### config.mk
export PLATFORM = sky130hd
export DESIGN_NAME = cfods_queue
export DESIGN_NICKNAME = d
export VERILOG_FILES = /design/src/design/cfods_pkg.sv /design/src/design/cfods_queue.sv
export SDC_FILE = /design/constraint.sdc
export NUM_CORES = 1
export LEC_CHECK = 0
export BUFFER_PORTS_ARGS = -buffer_cell sky130_fd_sc_hd__buf_2
export CORE_UTILIZATION = 59
export CTS_BUF_LIST = sky130_fd_sc_hd__clkbuf_4
export CTS_CLUSTER_DIAMETER = 30
export CTS_CLUSTER_SIZE = 8
export DETAILED_ROUTE_END_ITERATION = 7
export PLACE_DENSITY = 0.78
export SETUP_SLACK_MARGIN = 0.1
export SYNTH_ARGS = -nofsm -noshare
export SYNTH_HDL_FRONTEND = slang
export SYNTH_SLANG_ARGS = --single-unit
### constraint.sdc
create_clock -name clk -period 5.8 [get_ports clk]
set_clock_uncertainty 0.2 [all_clocks]
set_input_delay 0.58 -clock clk [delete_from_list [all_inputs] [get_ports clk]]
set_output_delay 0.58 -clock clk [all_outputs]
set_load 0.02 [all_outputs]
### src/design/cfods_pkg.sv
// Package with the types, constants, sine table and helpers of the derotator.
package cfods_pkg;

  localparam int MAX_SHIFT    = 32;
  localparam int SINE_ENTRIES = 1024;

  localparam int PHASE_W     = 32;
  localparam int SAMPLE_W    = 16;
  localparam int SHIFT_W     = 7;
  localparam int BLK_W       = 6;
  localparam int IDX_W       = $clog2(SINE_ENTRIES);
  localparam int QTR_W       = IDX_W - 2;
  localparam int QTR_ENTRIES = SINE_ENTRIES / 4;
  localparam int ROM_AW      = QTR_W + 1;
  localparam int ROM_DW      = SAMPLE_W - 1;
  localparam int HOLD_DEPTH  = MAX_SHIFT;
  localparam int HOLD_AW     = (MAX_SHIFT > 1) ? $clog2(MAX_SHIFT) : 1;
  localparam int CNT_W       = $clog2(MAX_SHIFT + 1);
  localparam int PROD_W      = 2 * SAMPLE_W;
  localparam int QUEUE_DEPTH = 8;
  localparam int QPTR_W      = $clog2(QUEUE_DEPTH);
  localparam int QCNT_W      = QPTR_W + 1;
  localparam int CFG_AW      = 3;
  localparam int CFG_DW      = 32;

  localparam logic [CFG_AW-1:0] ADDR_PHASE_STEP   = CFG_AW'(0);
  localparam logic [CFG_AW-1:0] ADDR_SAMPLE_SHIFT = CFG_AW'(4);
  localparam logic REG_SEL_PHASE_STEP   = 1'b0;
  localparam logic REG_SEL_SAMPLE_SHIFT = 1'b1;

  localparam logic signed [SHIFT_W-1:0] SHIFT_HI = SHIFT_W'(MAX_SHIFT);
  localparam logic signed [SHIFT_W-1:0] SHIFT_LO = -SHIFT_HI;

  localparam logic signed [SAMPLE_W+1:0] SAT_HI = (SAMPLE_W+2)'((2 ** (SAMPLE_W - 1)) - 1);
  localparam logic signed [SAMPLE_W+1:0] SAT_LO = -(SAT_HI + (SAMPLE_W+2)'(1));

  typedef enum logic [2:0] {
    OP_PASS,
    OP_HOLD,
    OP_FLUSH,
    OP_DELAY_START,
    OP_DELAY,
    OP_ADVANCE,
    OP_ADVANCE_END
  } cfods_op_t;

  typedef enum logic [2:0] {
    B_IDLE,
    B_DATA,
    B_FLUSH,
    B_ZEROS,
    B_HELD
  } cfods_bstate_t;

  typedef struct packed {
    cfods_op_t          op;
    logic [HOLD_AW-1:0] addr;
    logic [CNT_W-1:0]   cnt;
    logic               last;
  } cfods_tag_t;

  typedef struct packed {
    cfods_tag_t          tag;
    logic [SAMPLE_W-1:0] im;
    logic [SAMPLE_W-1:0] re;
  } cfods_item_t;

  typedef logic [ROM_DW-1:0] qsine_rom_t [0:QTR_ENTRIES];

  function automatic longint mul_q30(longint a, longint unsigned b);
    longint unsigned m;
    longint unsigned prod;
    m = (a < 0) ? -a : a;
    prod = (m * b) >> 30;
    return (a < 0) ? -longint'(prod) : longint'(prod);
  endfunction

  function automatic longint quarter_sine(longint unsigned t);
    longint unsigned t2;
    longint p;
    longint f;
    t2 = (t * t) >> 30;
    p = 172272;
    p = -5026995 + mul_q30(p, t2);
    p = 85569305 + mul_q30(p, t2);
    p = -693598668 + mul_q30(p, t2);
    p = 1686629713 + mul_q30(p, t2);
    f = mul_q30(p, t);
    if (f < 0) f = 0;
    f = (f + 16384) >>> 15;
    if (f > 32767) f = 32767;
    return f;
  endfunction

  function automatic qsine_rom_t build_qsine();
    qsine_rom_t rom;
    longint unsigned t;
    longint v;
    for (int i = 0; i <= QTR_ENTRIES; i++) begin
      t = longint'(i) << (30 - QTR_W);
      v = quarter_sine(t);
      rom[i] = ROM_DW'(v);
    end
    return rom;
  endfunction

  localparam qsine_rom_t QSINE_ROM = build_qsine();

  function automatic logic [SAMPLE_W-1:0] sat_sample(logic signed [SAMPLE_W+1:0] v);
    if (v > SAT_HI) return SAMPLE_W'(SAT_HI);
    if (v < SAT_LO) return SAMPLE_W'(SAT_LO);
    return v[SAMPLE_W-1:0];
  endfunction

endpackage

### src/design/cfods_queue.sv
// Small queue that decouples the derotating front end from the shift back end.
module cfods_queue (
  input  logic                         clk,
  input  logic                         rst_n,
  input  logic                         push,
  input  cfods_pkg::cfods_item_t       push_item,
  input  logic                         pop,
  output cfods_pkg::cfods_item_t       head,
  output logic                         head_valid,
  output logic [cfods_pkg::QCNT_W-1:0] count
);

  cfods_pkg::cfods_item_t slots [cfods_pkg::QUEUE_DEPTH];
  logic [cfods_pkg::QPTR_W-1:0] wr_ptr_r, rd_ptr_r;
  logic [cfods_pkg::QCNT_W-1:0] count_r;

  always_ff @(posedge clk) begin
    if (push) slots[wr_ptr_r] <= push_item;
  end

  always_ff @(posedge clk) begin
    if (!rst_n) begin
      wr_ptr_r <= '0;
      rd_ptr_r <= '0;
      count_r  <= '0;
    end else begin
      if (push) wr_ptr_r <= wr_ptr_r + 1'b1;
      if (pop) rd_ptr_r <= rd_ptr_r + 1'b1;
      case ({push, pop})
        2'b10:   count_r <= count_r + 1'b1;
        2'b01:   count_r <= count_r - 1'b1;
        default: count_r <= count_r;
      endcase
    end
  end

  assign head       = slots[rd_ptr_r];
  assign head_valid = count_r != '0;
  assign count      = count_r;

endmodule

==> flow_summary.ini, run 1 <==
[hold_path]
holdCritStartpoint = rst_n
min_path_type = in2reg

[synth]
synth_area_um2 = 14700
ys_types = 27
synth_async_sr_flop_share_pct = 0
synth_fp_nets = 668
synth-seq-area-share_pct = 78.3
synth_top_cell_by_area = edfxtp_1
netlist.area_leader.share_pct = 76.6
synth_top_flop_cell = edfxtp_1
ys_seq_elements = 389
synth_edf_count = 376
syn_area_per_cell_um2 = 24.1
syn_inst = 612
synth_warnings = 0
synth_area_leaders = edfxtp_1 77%, mux4_2 14%, mux2_2 3.7%, dfxtp_1 1.8%, buf_6 0.53%

[critical_path]
timing.rr.start = wr_ptr_r[1]$_SDFFE_PN0P_
worst-setup-path-type = reg2out
cp.required_ns = 5.02
cp-end-kind = primary output
startpoint_type = register
cp_max_fo = 58
arrival_ns = 3.08

[global_route]
grt_pass1_wl_um = 41500
track_usage_pct = 21.8
overflow = 0
grt_pass1_vias = 7616
grt_start_max_net_pins = 95
antenna_found_initial = 3

[timing]
rsz0062_at_grt = false
tns_ns = 0
worst_slew_pin_slew_ns = 0.893
max_slew_margin_pct = 40.3
holdWs_ns = 0.0672
period_share_pct = 66.6
slew_viol_final = 0
fin_crit_ns = 3.86
finalHoldViolCount = 0
setup_viol = 0
max_freq_ghz = 0.259

[routing]
vias_per_cell = 5.82
drtIter0Drc = 545
firstDrtPassIters = 5
ant_nets = 0
wire_per_inst_um = 22.5
totalWireLength_um = 26800
drc = 0
vias = 6924

[pwr]
power.leakage_nw = 5.60
power_density_nw_per_um2 = 337
p_total_mw = 5.76
peakVddDrop_mv = 0.165

[place]
io_buffers = 102
gpl.final_weighted_congestion = 0.716
dpl.hpwl_um = 14200

[cells_and_area]
area.growth.synth_to_final_pct = 16.1
utilization_pct = 70.2
final_cell_mix = 376 x edfxtp_1, 102 x buf_2, 94 x mux4_2, 83 x clkbuf_4, 48 x mux2_2
drive_gt1_share_pct = 42.9
layout_commonest_cell = edfxtp_1
finalNetCount = 874

[floorplanning]
rows = 57
die_h_um = 160
coreArea_um2 = 24400
start_util_pct = 60.5
floorplan.die.width_um = 160
dieArea_um2 = 25600
io_pins = 103

[clock_tree]
insertion_delay_ns = 0.65
clk_pin_slew_ns = 0.08
post-cts-setup-buffers = 0
cts_tree = done
cts_buffer_depth = 3
ctsHtreeMaxLevel = 3
cts.sinks = 389
cts_buffers = 70
clockRootBuffer = clkbuf_4

[job]
maxCapViolations = 0

[run_status]
status = finished clean
[cell type report]
| type | count | area (um^2) |
|---|---|---|
| Sequential cell | 389 | 11600 |
| Fill cell | 1490 | 7260 |
| Multi-Input combinational cell | 194 | 3080 |
| Timing Repair Buffer | 162 | 1090 |
| Clock buffer | 83 | 623 |
| Tap cell | 324 | 405 |
| Clock inverter | 35 | 363 |
| Antenna cell | 2 | 5.00 |
| Inverter | 1 | 3.75 |
[per-layer routing]
layer  vias to the layer above  track usage, %  share of wire, %
met3                        55            5.92               7.4
met4                         2            7.97               2.2
met1                      3572            29.4                41
met2                       260            34.8                49
met5                         -               0             0.060
li1                       3035               -                 -
[Yosys cell counts (all sizes together), types with 3 or more instances]
| cell | number |
|---|---|
| nor3 | 3 |
| nor2b | 3 |
| xor2 | 4 |
| nand2 | 6 |
| buf | 20 |
| dfxtp | 13 |
| ha | 5 |
| and2 | 6 |
| clkbuf | 8 |
| nand2b | 4 |
| mux4 | 94 |
| mux2i | 4 |
| xnor2 | 3 |
| edfxtp | 376 |
| mux2 | 48 |
| nor2 | 6 |
[path summary, 6_finish.rpt]
path,endpoint,slack [ns],depth (start not counted)
worst max-delay path,head[19],1.94,4
worst min-delay path,count[3]$_SDFFE_PN0P_,0.07,3
worst max register to register,slots[3][44]$_DFFE_PP_,3.26,3
worst min register to register,count[3]$_SDFFE_PN0P_,0.29,2
[per-stage QoR]
stage	cell area (um^2)	instances	worst slack, ns
2_1_floorplan	14700	612	1.20
3_3_place_gp	15700	1023	2.65
3_5_place_dp	15700	1023	2.59
4_1_cts	17100	1188	1.86
5_1_grt	17100	1190	1.76
6_report	17100	1190	1.94
[what timing repair did]
action                    CTS  global route
hold endpoints to repair  376             0
hold buffers               47             0
gates resized for setup     0             0
[worst max-delay path: stages, from the launching register on]
cell and delay [ns]:
dfxtp_4 0.93, buf_4 0.60, mux4_2 0.40, mux2_2 0.29
buf_2 0.18
[power breakdown]
group / leakage (nW) / internal (mW) / switching, mW
registers: 3.52 / 3.15 / 0.0408
logic: 1.52 / 0.265 / 0.297
clock network: 0.554 / 1.05 / 0.956
total: 5.60 / 4.47 / 1.29
[state kept, by name, summed over array words and instances, names as in the netlist, named ones only]
signal,count
count,4
rd_ptr_r,3
wr_ptr_r,3
slots,376
[kinds of logic (layout without fill, tap and decap cells)]
logic type | Yosys count | after routing | synth area share, %
fa+ha+maj | 5 | 5 | 0.424
simple gates | 31 | 31 | 1.11
xor+xnor | 7 | 7 | 0.416
compound gates | 5 | 5 | 0.238
mux | 146 | 146 | 18.3
buf+inv | 29 | 281 | 1.18
other cells | 0 | 2 | 0
flops | 389 | 389 | 78.3
No activity file was read; power rests on OpenSTA's default activity.
==> run 2: changes to the inputs <==
Settings changed: ABC_AREA set to 1.
Clock period 5.8 ns to 3.6 ns, I/O delays scaled along.
==> flow_summary.ini, run 2 <==
[global_route]
grt_pass1_wl_um = 48500
grt_pass1_vias = 9457
antenna_found_initial = 1
grt_start_max_net_pins = 189
overflow = 0
track_usage_pct = 24.2

[timing]
tns_ns = 0
period_share_pct = 87.5
max_freq_ghz = 0.317
fin_crit_ns = 3.15
worst_slew_pin_slew_ns = 0.922
max_slew_margin_pct = 38.5
rsz0062_at_grt = false
setup_viol = 0
finalHoldViolCount = 0
slew_viol_final = 0

[synth]
synth_top_cell_by_area = edfxtp_1
synth.most_common_cell = edfxtp_1
synth_top_flop_cell = edfxtp_1
synth_area_leaders = edfxtp_1 74%, nor2_1 5.0%, o21ai_0 4.7%, nand2_1 3.8%, mux2i_1 3.1%
synth_warnings = 0
synth_fp_nets = 1199
netlist.area_leader.share_pct = 74.1
synth_commonest_cells = 376 x edfxtp_1, 201 x nor2_1, 156 x nand2_1, 144 x o21ai_0, 51 x o21ai_1
synth_area_um2 = 15200
synth_async_sr_flop_share_pct = 0
syn_area_per_cell_um2 = 13.3
synth-seq-area-share_pct = 75.8
syn_inst = 1143
ys_types = 24
ys_seq_elements = 389
synth_edf_count = 376

[clock_tree]
cts_buffers = 74
clk_pin_slew_ns = 0.09
cts_buffer_depth = 3
ctsHtreeMaxLevel = 3
insertion_delay_ns = 0.68
cts_tree = done
cts.sinks = 389
clockRootBuffer = clkbuf_4
post-cts-setup-buffers = 0
post_cts_resized = 0

[floorplanning]
io_pins = 103
die_h_um = 163
coreArea_um2 = 25300
dieArea_um2 = 26500
rows = 58
floorplan.die.width_um = 163
start_util_pct = 60.3

[place]
io_buffers = 102
gpl.final_weighted_congestion = 0.767
dpl.hpwl_um = 16200
place_area_um2 = 16100

[routing]
firstDrtPassIters = 7
drtIter0Drc = 929
totalWireLength_um = 31400
vias_per_cell = 5.65
ant_nets = 0
vias = 9658
wire_per_inst_um = 18.4
drc = 0

[cells_and_area]
layout_commonest_cell = edfxtp_1
final_cell_mix = 376 x edfxtp_1, 193 x nor2_1, 156 x nand2_1, 144 x o21ai_0, 102 x buf_2
area.growth.synth_to_final_pct = 16.9
design_area_um2 = 17800
drive_gt1_share_pct = 18.7
top_register = slots
finalNetCount = 1385
largest_reg_flops = 376

[pwr]
peakVddDrop_mv = 0.355
power.leakage_nw = 6.33
power_density_nw_per_um2 = 552

[critical_path]
cp-end-kind = primary output
cp_max_fo = 188
startpoint_type = register
cp.required_ns = 3.04
arrival_ns = 2.59
worst-setup-path-type = reg2out

[run_status]
status = finished clean

[hold_path]
min_path_type = in2reg

[job]
maxCapViolations = 0
run 2: changes by cell type after synthesis, moves of 9 or more:
cell,change
buf_4,+10
nor2_1,+195
mux2i_1,+43
nand2_1,+150
o22ai_1,+47
o21ai_0,+143
o21ai_1,+51
mux4_2,-94
a21oi_1,+9
mux2_2,-48
clkbuf_1,+25
inv_1,+15
run 2: final cells by class:
class,count,area (um^2)
Timing Repair Buffer,177,1290
Inverter,17,66.3
Multi-Input combinational cell,670,3310
Clock inverter,37,502
Sequential cell,389,11600
Fill cell,1661,7450
Tap cell,330,413
Clock buffer,88,661
Antenna cell,1,2.50
run 2: worst paths after layout:
kind / from / to / slack (ns) / cells past startpoint
worst min-delay path: push_item[12] / slots[6][12]$_DFFE_PP_ / 0.27 / 2
worst min register to register: wr_ptr_r[0]$_SDFFE_PN0P_ / wr_ptr_r[0]$_SDFFE_PN0P_ / 0.30 / 2
worst max register to register: wr_ptr_r[0]$_SDFFE_PN0P_ / slots[2][29]$_DFFE_PP_ / 1.45 / 3
worst max-delay path: register / head[4] / 0.45 / 6
run 2: metrics by stage:
| stage | std cells | utilization (%) | setup WS [ns] | hold WS (ns) | power (mW) |
|---|---|---|---|---|---|
| 5_1_grt | 1709 | 70.5 | 0.213 | 0.228 | 10.2 |
| 2_1_floorplan | 1143 | - | 0.217 | 0.259 | 5.87 |
| 3_5_place_dp | 1532 | 63.9 | 1.16 | 0.294 | 6.19 |
| 6_report | 1709 | 70.5 | 0.449 | 0.268 | 9.84 |
| 3_3_place_gp | 1532 | 63.9 | 1.18 | 0.280 | 6.16 |
| 4_1_cts | 1708 | 70.5 | 0.370 | 0.204 | 9.91 |
run 2: routing by layer:
layer  share of wire, %  GRT usage (%)
met1                 41           32.3
met2                 49           39.2
met3                7.4           4.35
met4                2.2           10.6
met5                  0              0
run 2: kinds of logic after synthesis:
family / Yosys count / synth area share [%]
flops: 389 / 75.8
simple gates: 363 / 9.01
compound gates: 252 / 8.66
buf+inv: 84 / 2.84
mux: 47 / 3.09
fa+ha+maj: 5 / 0.411
xor+xnor: 3 / 0.172
run 2: power by group:
group	switching [mW]	internal, mW	leakage [nW]
logic	0.679	0.344	2.18
registers	0.0437	5.07	3.52
clock network	1.64	2.06	0.630
run 2: timing repair:
| item | CTS | global route |
|---|---|---|
| setup endpoints to repair | 0 | 0 |
| endpoints found under the hold margin | 389 | 0 |
| hold buffers | 51 | 0 |
run 2: critical path: stages (launching register included):
cell	delay, ns
dfxtp_4	0.37
buf_12	0.64
o21ai_0	0.26
o22ai_1	0.22
nand2_1	0.07
nand2_1	0.14
buf_2	0.18
==> run 3: changes to the inputs <==
--- a/config.mk
+++ b/config.mk
@@ -7,4 +7,5 @@
 export LEC_CHECK = 0
 export ABC_AREA = 1
+export ABC_CLOCK_PERIOD_IN_PS = 3600
 export BUFFER_PORTS_ARGS = -buffer_cell sky130_fd_sc_hd__buf_2
 export CORE_UTILIZATION = 59
==> constraint.sdc (replaced) <==
create_clock -name clk -period 3.6 [get_ports clk]
set_clock_uncertainty 0.2 [all_clocks]
set_input_delay 0.54 -clock clk [delete_from_list [all_inputs] [get_ports clk]]
set_output_delay 0.54 -clock clk [all_outputs]
set_load 0.02 [all_outputs]
==> flow_summary.ini, run 3 (same netlist as run 2, synthesis figures left out) <==
[critical_path]
cp.required_ns = 2.86
startpoint_type = register
worstPathCellList = buf_4 > o21ai_0 > o22ai_1 > nand2_1 > nand2_1 > buf_2
critical_path.most_common_cell = nand2_1
arrival_ns = 2.52
crit_path_max_incr_delay_ns = 0.76
worst-setup-path-type = reg2out
cp-end-kind = primary output
slowest_stage = dfxtp_4
cp_max_fo = 58

[place]
dpl.hpwl_um = 16400
place_ws_ns = 0.967
gpl.final_weighted_congestion = 0.753
place_area_um2 = 16200
io_buffers = 102

[cells_and_area]
layout_commonest_cell = edfxtp_1
top_register = slots
final_cell_mix = 376 x edfxtp_1, 193 x nor2_1, 156 x nand2_1, 144 x o21ai_0, 102 x buf_2
design_area_um2 = 17800
fillCellCount = 1708
drive_gt1_share_pct = 18.1
finalNetCount = 1384
largest_reg_flops = 376
area.growth.synth_to_final_pct = 16.8

[routing]
totalWireLength_um = 32200
firstDrtPassIters = 7
drtIter0Drc = 968
drc = 0
vias = 9742
ant_nets = 0
wire_per_inst_um = 18.9
vias_per_cell = 5.73

[timing]
max_freq_ghz = 0.307
finalHoldViolCount = 0
worst_slack_ns = 0.338
worst_slew_pin_slew_ns = 0.712
tns_ns = 0
period_share_pct = 90.6
slew_viol_final = 0
max_slew_margin_pct = 52.5
setup_viol = 0
rsz0062_at_grt = false
fin_crit_ns = 3.26

[clock_tree]
post-cts-setup-buffers = 0
cts.sinks = 389
clockRootBuffer = clkbuf_4
cts_tree = done
insertion_delay_ns = 0.68
clk_pin_slew_ns = 0.07
cts_buffer_depth = 3
ctsHtreeMaxLevel = 3
cts_buffers = 71

[global_route]
grt_pass1_wl_um = 49000
grt_pass1_vias = 9638
grt_start_max_net_pins = 189
antenna_found_initial = 1
track_usage_pct = 24.3
overflow = 0

[floorplanning]
io_pins = 103
coreArea_um2 = 25300
dieArea_um2 = 26500
rows = 58
start_util_pct = 60.3
floorplan.die.width_um = 163
die_h_um = 163

[pwr]
peakVddDrop_mv = 0.339
power.leakage_nw = 6.34
power_density_nw_per_um2 = 544

[run_status]
status = finished clean

[hold_path]
min_path_type = reg2reg

[job]
maxCapViolations = 0
-- run 3: metrics by stage --
step	total power [mW]	utilization [%]	cells	hold slack, ns
final	9.69	70.4	1699	0.316
after global routing	10.1	70.4	1699	0.356
after CTS	9.73	70.3	1697	0.308
after detailed placement	6.20	64.0	1532	0.297
after global placement	6.17	64.0	1532	0.283
after floorplan	5.87	-	1143	0.270
-- run 3: layout make-up --
cell class | count | area, um^2 | area share [%]
diodes | 1 | 2.50 | 0.0141
clock buffers | 81 | 608 | 3.42
clock inverters | 32 | 460 | 2.59
inverters | 17 | 66.3 | 0.373
multi-input cells | 670 | 3310 | 18.6
flip-flops and latches | 389 | 11600 | 65.0
well taps | 330 | 413 | 2.32
repair buffers | 179 | 1370 | 7.69
-- run 3: final timing paths --
check | slack [ns] | to | start | cells past startpoint
max | 0.34 | head[44] | register | 6
min | 0.32 | wr_ptr_r[0]$_SDFFE_PN0P_ | wr_ptr_r[0]$_SDFFE_PN0P_ | 2
max reg2reg | 1.48 | slots[4][27]$_DFFE_PP_ | wr_ptr_r[0]$_SDFFE_PN0P_ | 3
min reg2reg | 0.32 | wr_ptr_r[0]$_SDFFE_PN0P_ | wr_ptr_r[0]$_SDFFE_PN0P_ | 2
-- run 3: power breakdown --
group / internal [mW] / leakage, nW / total, mW / switching [mW]
logic: 0.354 / 2.21 / 1.04 / 0.689
clock network: 1.96 / 0.605 / 3.53 / 1.57
registers: 5.07 / 3.52 / 5.12 / 0.0505
total: 7.38 / 6.34 / 9.69 / 2.31
-- run 3: repair_timing --
item	CTS	global route
endpoints found under the hold margin	386	0
endpoints found under the setup margin	0	14
resized for setup	0	1
hold buffers	52	0
-- run 3: per-layer routing --
metal | wire length (um) | share of wire [%] | track usage [%]
met1 | 13300 | 41 | 32.1
met2 | 16000 | 50 | 40.0
met3 | 2180 | 6.8 | 4.43
met4 | 674 | 2.1 | 10.1
met5 | 0 | 0 | 0
-- run 3: critical path, delay by kind of cell (launching register included) --
kind / cells / cell delay [ns]
buffers and inverters: 2 / 0.54
DFF: 1 / 0.76
and+or+nand+nor: 2 / 0.17
AOI/OAI and AO/OA: 2 / 0.34
